<file path="src/hw/rtl/crcfe_pkg.sv">
// Shared types, byte codes and the CRC-16 byte update for the frame encoder.
// No dependencies.
package crcfe_pkg;

    localparam logic [7:0]  START_BYTE = 8'h1F;
    localparam logic [7:0]  ESC_BYTE   = 8'h2F;
    localparam logic [7:0]  END_BYTE   = 8'h55;
    localparam logic [15:0] CRC_POLY   = 16'h1021;

    // Output sequence positions for one payload byte.
    typedef enum logic [3:0] {
        PH_START,
        PH_DATA,
        PH_DATA2,
        PH_CRCL,
        PH_CRCL2,
        PH_CRCH,
        PH_CRCH2,
        PH_ESC,
        PH_END
    } phase_t;

    // One accepted payload byte with what is needed to emit its output bytes.
    typedef struct packed {
        logic [7:0]  data;
        logic        last;
        logic        first;   // opens a frame: start byte goes first
        logic [15:0] crc;     // CRC including this byte
    } item_t;

    function automatic logic needs_stuff(input logic [7:0] b);
        return (b == START_BYTE) || (b == ESC_BYTE);
    endfunction

    // MSB-first CRC-16 update, one bit per step.
    function automatic logic [15:0] crc_feed(input logic [15:0] crc, input logic [7:0] b);
        logic [15:0] c;
        c = crc ^ {b, 8'h00};
        for (int k = 0; k < 8; k++) begin
            if (c[15]) begin
                c = {c[14:0], 1'b0} ^ CRC_POLY;
            end else begin
                c = {c[14:0], 1'b0};
            end
        end
        return c;
    endfunction

endpackage

</file>
<file path="src/hw/rtl/crcfe_emitter.sv">
// Output sequencer: walks the output bytes of one held item into the master register.
// Depends on crcfe_pkg.
module crcfe_emitter import crcfe_pkg::*; (
    input  logic        aclk,
    input  logic        aresetn,
    input  logic        item_valid,
    input  item_t       item,
    output logic        item_done,
    output logic        m_tvalid,
    input  logic        m_tready,
    output logic [7:0]  m_tdata,   // [7:0] out_byte
    output logic        m_tlast    // out_last
);

    phase_t     phase_reg, phase_next, cur;
    logic       out_free;
    logic       emit;
    logic [7:0] emit_byte;
    logic       emit_last;

    logic       m_tvalid_reg;
    logic [7:0] m_tdata_reg;
    logic       m_tlast_reg;

    assign out_free = !m_tvalid_reg || m_tready;
    assign emit     = item_valid && out_free;
    // Continuation bytes of an open frame skip the start byte.
    assign cur = (phase_reg == PH_START && !item.first) ? PH_DATA : phase_reg;

    // next state
    always_comb begin
        phase_next = phase_reg;
        item_done  = 1'b0;
        if (emit) begin
            case (cur)
                PH_START: phase_next = PH_DATA;
                PH_DATA: begin
                    if (needs_stuff(item.data)) begin
                        phase_next = PH_DATA2;
                    end else if (item.last) begin
                        phase_next = PH_CRCL;
                    end else begin
                        phase_next = PH_START;
                        item_done  = 1'b1;
                    end
                end
                PH_DATA2: begin
                    if (item.last) begin
                        phase_next = PH_CRCL;
                    end else begin
                        phase_next = PH_START;
                        item_done  = 1'b1;
                    end
                end
                PH_CRCL:  phase_next = needs_stuff(item.crc[7:0]) ? PH_CRCL2 : PH_CRCH;
                PH_CRCL2: phase_next = PH_CRCH;
                PH_CRCH:  phase_next = needs_stuff(item.crc[15:8]) ? PH_CRCH2 : PH_ESC;
                PH_CRCH2: phase_next = PH_ESC;
                PH_ESC:   phase_next = PH_END;
                PH_END: begin
                    phase_next = PH_START;
                    item_done  = 1'b1;
                end
                default: phase_next = PH_START;
            endcase
        end
    end

    // outputs
    always_comb begin
        emit_last = 1'b0;
        case (cur)
            PH_START:            emit_byte = START_BYTE;
            PH_DATA, PH_DATA2:   emit_byte = item.data;
            PH_CRCL, PH_CRCL2:   emit_byte = item.crc[7:0];
            PH_CRCH, PH_CRCH2:   emit_byte = item.crc[15:8];
            PH_ESC:              emit_byte = ESC_BYTE;
            PH_END: begin
                emit_byte = END_BYTE;
                emit_last = 1'b1;
            end
            default:             emit_byte = START_BYTE;
        endcase
    end

    always_ff @(posedge aclk) begin
        if (!aresetn) begin
            phase_reg    <= PH_START;
            m_tvalid_reg <= 1'b0;
        end else begin
            phase_reg <= phase_next;
            if (out_free) begin
                m_tvalid_reg <= emit;
            end
        end
    end

    always_ff @(posedge aclk) begin
        if (emit) begin
            m_tdata_reg <= emit_byte;
            m_tlast_reg <= emit_last;
        end
    end

    assign m_tvalid = m_tvalid_reg;
    assign m_tdata  = m_tdata_reg;
    assign m_tlast  = m_tlast_reg;

endmodule

</file>
<file path="src/hw/rtl/crc16_byte_stuffed_frame_encoder.sv">
// Top level of the CRC-16 byte-stuffed frame encoder: input register, CRC state, emitter.
// Depends on crcfe_pkg and crcfe_emitter.
//
// Payload bytes come in on the slave stream (tlast marks the final byte of a frame) and
// leave as a framed stream: start byte 0x1F, the payload with 0x1F/0x2F doubled, the
// CRC-16 (poly 0x1021, init 0, MSB first) low then high byte, stuffed the same way, and
// the trailer 0x2F 0x55, with m_tlast on the 0x55. The master side moves one byte per
// cycle while m_tready is high. An input beat produces 1 output byte for a plain byte
// inside a frame, 2 for a stuffed one, plus 1 for the start byte of a frame and 4 to 6
// for the CRC and trailer after the last byte (9 at most), all from the output
// sequencer; the CRC is updated in the cycle a beat is accepted, and the next beat is
// taken in the same cycle the previous beat's final byte enters the output register.
module crc16_byte_stuffed_frame_encoder import crcfe_pkg::*; (
    input  logic       aclk,
    input  logic       aresetn,
    input  logic       s_tvalid,
    output logic       s_tready,
    input  logic [7:0] s_tdata,   // [7:0] data_byte
    input  logic       s_tlast,   // last_byte
    output logic       m_tvalid,
    input  logic       m_tready,
    output logic [7:0] m_tdata,   // [7:0] out_byte
    output logic       m_tlast    // out_last
);

    logic        item_valid_reg;
    item_t       item_reg;
    logic        item_done;
    logic        s_accept;
    logic [15:0] crc_reg, crc_new;
    logic        in_frame_reg;

    assign s_tready = !item_valid_reg || item_done;
    assign s_accept = s_tvalid && s_tready;
    assign crc_new  = crc_feed(in_frame_reg ? crc_reg : 16'h0000, s_tdata);

    always_ff @(posedge aclk) begin
        if (!aresetn) begin
            item_valid_reg <= 1'b0;
            crc_reg        <= 16'h0000;
            in_frame_reg   <= 1'b0;
        end else begin
            if (s_accept) begin
                item_valid_reg <= 1'b1;
                crc_reg        <= s_tlast ? 16'h0000 : crc_new;
                in_frame_reg   <= !s_tlast;
            end else if (item_done) begin
                item_valid_reg <= 1'b0;
            end
        end
    end

    always_ff @(posedge aclk) begin
        if (s_accept) begin
            item_reg.data  <= s_tdata;
            item_reg.last  <= s_tlast;
            item_reg.first <= !in_frame_reg;
            item_reg.crc   <= crc_new;
        end
    end

    crcfe_emitter u_emitter (
        .aclk       (aclk),
        .aresetn    (aresetn),
        .item_valid (item_valid_reg),
        .item       (item_reg),
        .item_done  (item_done),
        .m_tvalid   (m_tvalid),
        .m_tready   (m_tready),
        .m_tdata    (m_tdata),
        .m_tlast    (m_tlast)
    );

endmodule

</file>
<file path="config.mk">
export PLATFORM = sky130hd
export DESIGN_NAME = crc16_byte_stuffed_frame_encoder
export DESIGN_NICKNAME = d
export VERILOG_FILES = /design/src/hw/rtl/crcfe_pkg.sv /design/src/hw/rtl/crcfe_emitter.sv /design/src/hw/rtl/crc16_byte_stuffed_frame_encoder.sv
export SDC_FILE = /design/constraint.sdc
export NUM_CORES = 1
export LEC_CHECK = 0
export BUFFER_PORTS_ARGS = -buffer_cell sky130_fd_sc_hd__buf_2
export CORE_UTILIZATION = 55
export CTS_BUF_LIST = sky130_fd_sc_hd__clkbuf_4
export DETAILED_ROUTE_END_ITERATION = 8
export HOLD_SLACK_MARGIN = 0.03
export PLACE_DENSITY = 0.71
export SYNTH_ARGS = -nofsm -noshare
export SYNTH_HDL_FRONTEND = slang
export SYNTH_SLANG_ARGS = --single-unit
export TNS_END_PERCENT = 1
</file>
<file path="constraint.sdc">
create_clock -name aclk -period 6.1 [get_ports aclk]
set_input_delay 1.83 -clock aclk [delete_from_list [all_inputs] [get_ports aclk]]
set_output_delay 1.83 -clock aclk [all_outputs]
set_load 0.01 [all_outputs]
</file>
==> results.ini, run 1 <==
[status]
status=finished, final reports clean

[pwr]
p_per_area_nw_per_um2=292
leakage_nw=1.25
ir_worst_vdd_v=0.000166
report.power.total_mw=0.995

[setup_path]
endpoint_kind=primary output
reg2reg_to=item_reg[6]
path_max_fanout=5
worstRegToRegCells=4
slowest_stage=a21o_2
crit_path_cell_trace=buf_2, nand2b_1, a21o_2, a21o_1, buf_2
cp.depth=5
worstReg2RegStart=u_emitter.phase_reg[0]
critical_path.max_stage_delay_ps=250
crit_path_frequent_cell=buf_2
path_delay_family=compound AO/OA/AOI/OAI gates
required_ps=4270
crit_path_start_kind=primary input
cp_num_buf_inv=2
cp.arrival_ps=2660
rrSetupSlack_ps=3010
path_class=primary input to primary output

[global_routing]
grtUsageMet2=0.381
busiest_layer=met2
antenna_found_initial=0
grt_max_degree=36
grtUsageMet1=0.333
grt_overflow=0
grt_pass1_wl_um=10700
grt_pass1_vias=2095
grt_use_met3=0.0321
track_usage=0.240

[floorplanning]
io_pins=24
initial_core_util=0.588
die_area_um2=5940
die_x_um=77.1
core_area_um2=5270
die_h_um=77.1
rows=26

[placement]
gp_congestion=0.869
place_worst_setup_slack_ps=1620
portBuffers=23
dpl.hpwl_um=4570
dp.cells=368

[detailed_routing]
dr_total_vias=2285
drt_wl_total_um=6630
first_iter_violations=154
drc=0
wl_per_cell_um=17.3
firstDrtPassIters=5
ant_nets=0
vias_per_cell=5.95

[cts]
post_cts_resized=0
clock_path_buffers=2
postCtsSetupBuffers=0
cts-buffers-inserted=9
cts_tree=yes
htree_levels=3
cts-root-buf=clkbuf_4
clk_latency_ps=390
cts_hold_buf=0
cts.clk_slew.worst_paths_ps=100
cts_sinks=58

[synth]
async_flop_share=0
ys.flop_type=edfxtp_1
syn_area_um2=3100
avgSynthCellArea_um2=10.7
synthesis.nets=304
ys_top_cells_by_area=edfxtp_1 (34%), dfxtp_1 (15%), xnor2_1 (5.4%)
ys_warn_count=0
yosys.area.top_type=edfxtp_1
seq_area_frac_synth=0.488
synth_edf_count=35
synth_top_cell_area_share=0.339
ys_types=56
synth_cells=291
ys_ff_latch=58

[cells_and_area]
fillerInstances=447
multiInputGateArea_um2=1480
fin_nets=322
drive_gt1_frac=0.178
final_cells=384
antenna_cells=0
syn2layout_area_growth_pct=9.89
register_area_um2=1510
largest_reg_flops=26

[timing]
hold_slack_ps=472
post-route-period-util=0.735
tns_ps=0
worst_slew_pin_slew_ps=896
max_slew_margin=0.402
worst_slack_ps=1610
setup_viol=0
max_freq_mhz=223
rsz0062_at_grt=false
drv_slew=0
period_needed_ps=4490
hold_violations=0
fin_skew_ps=8.61

[hold_path]
hold_class=flip-flop to flip-flop
whs_path_depth=2
min_from=crc_reg[8]
holdPathEnd=crc_reg[8]

[flow_run]
drv_cap=0

==> routing by layer <==
layer	wire (um)	vias to the layer above
met4	100	0
met3	302	12
met1	3120	1079
li1	-	1109
met2	3100	85
met5	0	-
==> synthesized netlist by cell type, types with 5 or more instances <==
library cell	n
o21ai_0	12
xnor2_1	19
a21boi_0	5
nand4_1	7
dfxtp_1	23
edfxtp_1	35
inv_1	8
clkbuf_1	8
nand4b_1	7
nand2_1	35
xor2_1	17
a21boi_1	7
nor2_1	14
a21oi_1	17
==> worst max path at each step <==
stage | from | end | slack [ps]
final | m_tready | s_tready | 1610
after global routing | u_emitter.phase_reg[0] | s_tready | 1560
after CTS | m_tready | s_tready | 1620
after detailed placement | m_tready | s_tready | 1620
after global placement | m_tready | s_tready | 1630
after floorplan | m_tready | s_tready | 1860
==> cell type report <==
class / instances / area share
Timing Repair Buffer: 23 / 0.0338
Tap cell: 70 / 0.0257
Multi-Input combinational cell: 209 / 0.435
Clock buffer: 10 / 0.0220
Clock inverter: 6 / 0.0309
Inverter: 8 / 0.00882
Sequential cell: 58 / 0.444
==> cells by family (layout without fill, tap and decap cells) <==
family,after synthesis,after routing,synth area share
AOI/OAI and AO/OA,79,79,0.181
xor gates and xnor gates,40,40,0.131
adders and majority gates,2,2,0.00646
buffers and inverters,24,47,0.0343
DFF,58,58,0.488
and+or+nand+nor,88,88,0.159
==> per-stage QoR <==
stage,util,cell area [um2]
floorplan,-,3100
detailed placement,0.612,3230
global placement,0.612,3230
finish,0.646,3410
global route,0.646,3410
CTS,0.646,3410
==> power by group <==
group	leakage, nW	internal [mW]	switching (mW)	total, mW
clock network	0.100	0.210	0.142	0.352
registers	0.516	0.457	0.0316	0.488
logic	0.632	0.0643	0.0899	0.154
total	1.25	0.731	0.264	0.995
==> worst register-to-register path: cells and delay by family, from the launching register on <==
family / cells / cell delay (ps)
compound gates: 2 / 920
flops: 1 / 800
simple gates: 1 / 770
buf+inv: 1 / 220
==> placed cells by master (no fill, tap or decap), types with 2 or more instances in the layout <==
cell type | netlist | routed
a21boi_0 | 5 | 5
a21boi_1 | 7 | 7
a21o_1 | 3 | 3
a21o_2 | 2 | 2
a21oi_1 | 17 | 17
a221oi_1 | 3 | 3
a222oi_1 | 2 | 2
a31o_2 | 4 | 4
a31oi_1 | 2 | 2
buf_2 | 4 | 23
bufinv_16 | 0 | 3
clkbuf_4 | 0 | 10
clkinv_2 | 0 | 3
dfxtp_1 | 23 | 23
edfxtp_1 | 35 | 35
inv_1 | 8 | 8
maj3_1 | 2 | 2
nand2_1 | 35 | 35
nand3_1 | 3 | 3
nand4_1 | 7 | 7
nand4b_1 | 7 | 7
nor2_1 | 14 | 14
nor2b_1 | 3 | 3
nor3_1 | 4 | 4
nor4_1 | 3 | 3
nor4b_4 | 2 | 2
o211ai_1 | 3 | 3
o21ai_0 | 12 | 12
o21ai_1 | 4 | 4
o22ai_1 | 3 | 3
xnor2_1 | 19 | 19
xnor3_1 | 4 | 4
xor2_1 | 17 | 17
No activity file was read; power rests on OpenSTA's default activity.
==> inputs of run 2 (changes only) <==
Settings changed: PLACE_DENSITY 0.71 to 0.74.
Clock period 6.1 ns to 3.9 ns, I/O delays scaled along.
==> run 2 against run 1 <==
  * Design area is 0.70% lower
  * Final cell count is 0.78% higher
  * Die area stayed put
  * Clock power is 23% higher
  * Wire length is 1.9% higher
  * Largest cell class unchanged
==> results.ini, run 2 (synthesis results as in run 1) <==
[cells_and_area]
drive_gt1_frac=0.183  ; +0.00462
antenna_cells=0  ; unchanged
fin_nets=325  ; +0.93%
syn2layout_area_growth_pct=9.12
largest_reg_flops=26  ; unchanged
fillerInstances=445  ; -0.45%
final_cell_mix=nand2_1 (35), edfxtp_1 (35), dfxtp_1 (23), buf_2 (23), xnor2_1 (19)
post-route-util=0.642  ; -0.00451

[timing]
post-route-period-util=0.903
period_needed_ps=3520
max_freq_mhz=284
fin_skew_ps=16.0  ; +7.35 ps
worst_slack_ps=379  ; -1240 ps
setup_viol=0  ; unchanged
rsz0062_at_grt=false
tns_ps=0  ; unchanged
worst_slew_pin_slew_ps=902  ; +6.08 ps
hold_violations=0  ; unchanged
max_slew_margin=0.394  ; -0.00726
drv_slew=0  ; unchanged

[pwr]
leakage_nw=1.24  ; -0.53%
p_per_area_nw_per_um2=427  ; +46%
report.power.total_mw=1.45  ; +45%
ir_worst_vdd_v=0.000252  ; +51%

[hold_path]
min_from=crc_reg[8]
holdPathEnd=crc_reg[8]
hold_class=flip-flop to flip-flop
whs_path_depth=2  ; unchanged

[cts]
cts_tree=yes
cts.clk_slew.worst_paths_ps=100  ; about the same
htree_levels=3  ; unchanged
postCtsSetupBuffers=0  ; unchanged
clk_latency_ps=400  ; about the same
cts_hold_buf=0  ; unchanged
cts-buffers-inserted=9  ; unchanged
clock_path_buffers=2  ; unchanged
cts-root-buf=clkbuf_4
cts_sinks=58  ; unchanged
post_cts_resized=0  ; unchanged

[placement]
portBuffers=23  ; unchanged
place_worst_setup_slack_ps=727  ; -889 ps
dpl.hpwl_um=4640  ; +1.7%
gp_congestion=0.935  ; +7.5%

[detailed_routing]
dr_total_vias=2319  ; +1.5%
firstDrtPassIters=6  ; +1
drc=0  ; unchanged
ant_nets=0  ; unchanged
first_iter_violations=209  ; +36%
drt_wl_total_um=6760  ; +1.9%
highest_layer=met4
wl_per_cell_um=17.5  ; +1.1%
met3_length_um=370  ; +23%
met2_length_um=3150  ; +1.6%
vias_per_cell=5.99  ; +0.70%
met1_length_um=3080  ; -1.4%

[floorplanning]
io_pins=24  ; unchanged
die_x_um=77.1  ; unchanged
die_h_um=77.1  ; unchanged
rows=26  ; unchanged
initial_core_util=0.588  ; unchanged
die_area_um2=5940  ; unchanged
core_area_um2=5270  ; unchanged

[status]
status=finished, final reports clean

[setup_path]
critical_path.max_stage_delay_ps=780  ; +530 ps
endpoint_kind=primary output
path_class=flip-flop to primary output
worstReg2RegStart=u_emitter.phase_reg[0]
worstRegToRegCells=6  ; +2
crit_path_cell_trace=inv_1, a2111oi_2, buf_4, a21o_2, a21o_1, buf_2
required_ps=2730  ; -1540 ps
reg2reg_to=item_reg[7]
rrSetupSlack_ps=1350  ; -1660 ps
slowest_stage=dfxtp_1
cp.arrival_ps=2350  ; -310 ps
path_max_fanout=20  ; +15
crit_path_start_kind=flip-flop

[global_routing]
grt_max_degree=36  ; unchanged
antenna_found_initial=0  ; unchanged
grt_overflow=0  ; unchanged
grt_pass1_vias=2182  ; +4.2%
grt_pass1_wl_um=11200  ; +3.8%
track_usage=0.249  ; +0.00913

[flow_run]
drv_cap=0  ; unchanged

-- run 2: where the power goes --
part / leakage, nW / switching, mW / internal [mW]
combinational: 0.647 / 0.143 / 0.106
sequential: 0.516 / 0.0503 / 0.714
clock: 0.0787 / 0.219 / 0.213
total: 1.24 / 0.412 / 1.03
-- run 2: routing by layer --
metal,GRT usage,up-vias
met3,0.0583,15
met5,0,-
met1,0.341,1100
li1,-,1114
met2,0.379,90
met4,0.100,0
-- run 2: worst max-delay path: cells and delay by family, from the launching register on --
family	cells	cell delay (ps)
AO/OA/AOI/OAI	3	610
buffers and inverters	3	560
flip-flops	1	780
-- run 2: worst max path at each step --
stage / from / end / slack (ps) / depth (start not counted)
final: u_emitter.phase_reg[0] / s_tready / 380 / 6
after floorplan: m_tready / s_tready / 980 / 3
after detailed placement: m_tready / s_tready / 730 / 5
after global routing: u_emitter.phase_reg[0] / s_tready / 210 / 6
after CTS: u_emitter.phase_reg[0] / s_tready / 370 / 6
after global placement: m_tready / s_tready / 750 / 5
-- run 2: layout make-up --
| class | count | area (um2) | area share |
|---|---|---|---|
| Multi-Input combinational cell | 209 | 1480 | 0.438 |
| Inverter | 8 | 30.0 | 0.00888 |
| Clock inverter | 4 | 43.8 | 0.0129 |
| Tap cell | 70 | 87.6 | 0.0259 |
| Sequential cell | 58 | 1510 | 0.447 |
| Clock buffer | 12 | 90.1 | 0.0266 |
| Timing Repair Buffer | 26 | 138 | 0.0407 |
-- run 2: through the flow --
step	instance area (um2)	hold WS, ps	cells
after global placement	3250	453	371
after CTS	3380	476	387
after floorplan	3100	441	291
final	3380	476	387
after detailed placement	3250	460	371
after global routing	3380	496	387
==> inputs of run 3 (changes only) <==
Settings changed: CORE_UTILIZATION 55 to 52, PLACE_DENSITY 0.74 to 0.7.
==> run 3 against run 2 <==
  * Sequential cell count unchanged
  * Clock-buffer cell count fell by 3
  * Design area increased by 0.67%
  * Power up 3.8%
  * Highest routed layer unchanged
==> results.ini, run 3 (synthesis results as in run 1) <==
[cts]
post_cts_resized=0  ; unchanged
htree_levels=3  ; unchanged
cts_hold_buf=0  ; unchanged
clk_latency_ps=400  ; about the same
cts.clk_slew.worst_paths_ps=100  ; about the same
cts_sinks=58  ; unchanged
postCtsSetupBuffers=0  ; unchanged
cts-root-buf=clkbuf_4
cts-buffers-inserted=9  ; unchanged
clock_path_buffers=2  ; unchanged
cts_tree=yes

[setup_path]
path_class=flip-flop to primary output
path_max_fanout=20  ; unchanged
crit_path_start_kind=flip-flop
slowest_stage=dfxtp_1
worstReg2RegStart=u_emitter.phase_reg[3]
worstRegToRegCells=5  ; -1
rrSetupSlack_ps=1270  ; -80 ps
endpoint_kind=primary output
critical_path.max_stage_delay_ps=800  ; +20 ps
cp.arrival_ps=2300  ; -50 ps
required_ps=2730  ; about the same
reg2reg_to=item_reg[17]
crit_path_cell_trace=inv_1, a2111oi_2, buf_4, a21o_2, a21o_1, buf_2

[floorplanning]
rows=27  ; +3.8%
initial_core_util=0.549  ; -0.0387
die_area_um2=6270  ; +5.6%
io_pins=24  ; unchanged
die_h_um=79.2  ; +2.8%
core_area_um2=5640  ; +7.1%
die_x_um=79.2  ; +2.8%

[placement]
portBuffers=23  ; unchanged
gp_congestion=0.914  ; -2.2%
dpl.hpwl_um=4710  ; +1.5%

[timing]
tns_ps=0  ; unchanged
worst_slew_pin_slew_ps=802  ; -99.5 ps
rsz0062_at_grt=false
period_needed_ps=3470  ; -55.9 ps
fin_skew_ps=20.1  ; +4.14 ps
max_freq_mhz=289  ; +1.6%
drv_slew=0  ; unchanged
setup_viol=0  ; unchanged
hold_violations=0  ; unchanged
max_slew_margin=0.461  ; +0.0669
post-route-period-util=0.889  ; -0.0143

[detailed_routing]
wl_per_cell_um=17.3  ; -1.0%
vias_per_cell=5.95  ; -0.77%
dr_total_vias=2307  ; -0.52%
drc=0  ; unchanged
drt_wl_total_um=6710  ; -0.75%
firstDrtPassIters=6  ; unchanged
ant_nets=0  ; unchanged
first_iter_violations=161  ; -23%

[status]
status=finished, final reports clean

[pwr]
ir_worst_vdd_v=0.000256  ; +1.5%
p_per_area_nw_per_um2=441  ; +3.1%
leakage_nw=1.24  ; unchanged
report.power.total_mw=1.50  ; +3.8%

[global_routing]
grt_pass1_wl_um=10900  ; -2.3%
antenna_found_initial=0  ; unchanged
track_usage=0.238  ; -0.0105
grt_pass1_vias=2122  ; -2.7%
grt_max_degree=29  ; -19%
grt_overflow=0  ; unchanged

[flow_run]
drv_cap=0  ; unchanged

[hold_path]
holdPathEnd=crc_reg[8]
min_from=crc_reg[8]
whs_path_depth=2  ; unchanged
hold_class=flip-flop to flip-flop

[cells_and_area]
fin_nets=324  ; -0.31%
syn2layout_area_growth_pct=9.85
largest_reg_flops=26  ; unchanged
drive_gt1_frac=0.180  ; -0.00259
final_cell_mix=nand2_1 (35), edfxtp_1 (35), dfxtp_1 (23), buf_2 (23), xnor2_1 (19)
antenna_cells=0  ; unchanged

[run 3: cell types whose count changed in the layout (fill, tap and decap cells not counted), sizes merged]
cell	before	now
buf	26	25
clkinv	3	4
clkinvlp	0	1
bufinv	1	2
clkbuf	12	9
[run 3: power by group]
part           total (mW)  leakage (nW)  internal (mW)  switching, mW
combinational       0.246         0.642          0.104          0.142
sequential          0.763         0.516          0.714         0.0490
clock               0.491        0.0835          0.259          0.232
total                1.50          1.24           1.08          0.424
[run 3: per-stage QoR]
step                      instances  cell area, um2  worst slack, ps   util  hold WS, ps
after global routing            388            3400              244  0.603          502
after detailed placement        372            3240              731  0.575          462
after global placement          372            3240              747  0.575          457
final                           388            3400              434  0.603          481
after floorplan                 291            3100              978      -          441
after CTS                       388            3400              427  0.603          476
[run 3: layout make-up]
| class | instances | area [um2] |
|---|---|---|
| Fill cell | 483 | 2240 |
| Multi-Input combinational cell | 209 | 1480 |
| Timing Repair Buffer | 25 | 130 |
| Tap cell | 72 | 90.1 |
| Sequential cell | 58 | 1510 |
| Clock inverter | 7 | 93.8 |
| Clock buffer | 9 | 67.6 |
| Inverter | 8 | 30.0 |
[run 3: how the worst max path moves through the flow]
stage,start,end,slack (ps),cells past startpoint
after floorplan,m_tready,s_tready,980,3
after global placement,m_tready,s_tready,750,5
after detailed placement,m_tready,s_tready,730,5
after CTS,u_emitter.phase_reg[0],s_tready,430,6
after global routing,u_emitter.phase_reg[0],s_tready,240,6
final,u_emitter.phase_reg[0],s_tready,430,6
[run 3: critical path: cells and delay by family (launching register included)]
kind | cells | cell delay (ps)
AOI/OAI and AO/OA | 3 | 570
DFF | 1 | 800
buffers and inverters | 3 | 520
[run 3: metal layers]
metal / wire, um / vias up / share of wire / track usage
met5: 0 / - / 0 / 0
met3: 477 / 15 / 0.071 / 0.0644
li1: - / 1116 / - / -
met4: 127 / 0 / 0.019 / 0.0800
met2: 3220 / 89 / 0.48 / 0.384
met1: 2880 / 1087 / 0.43 / 0.309
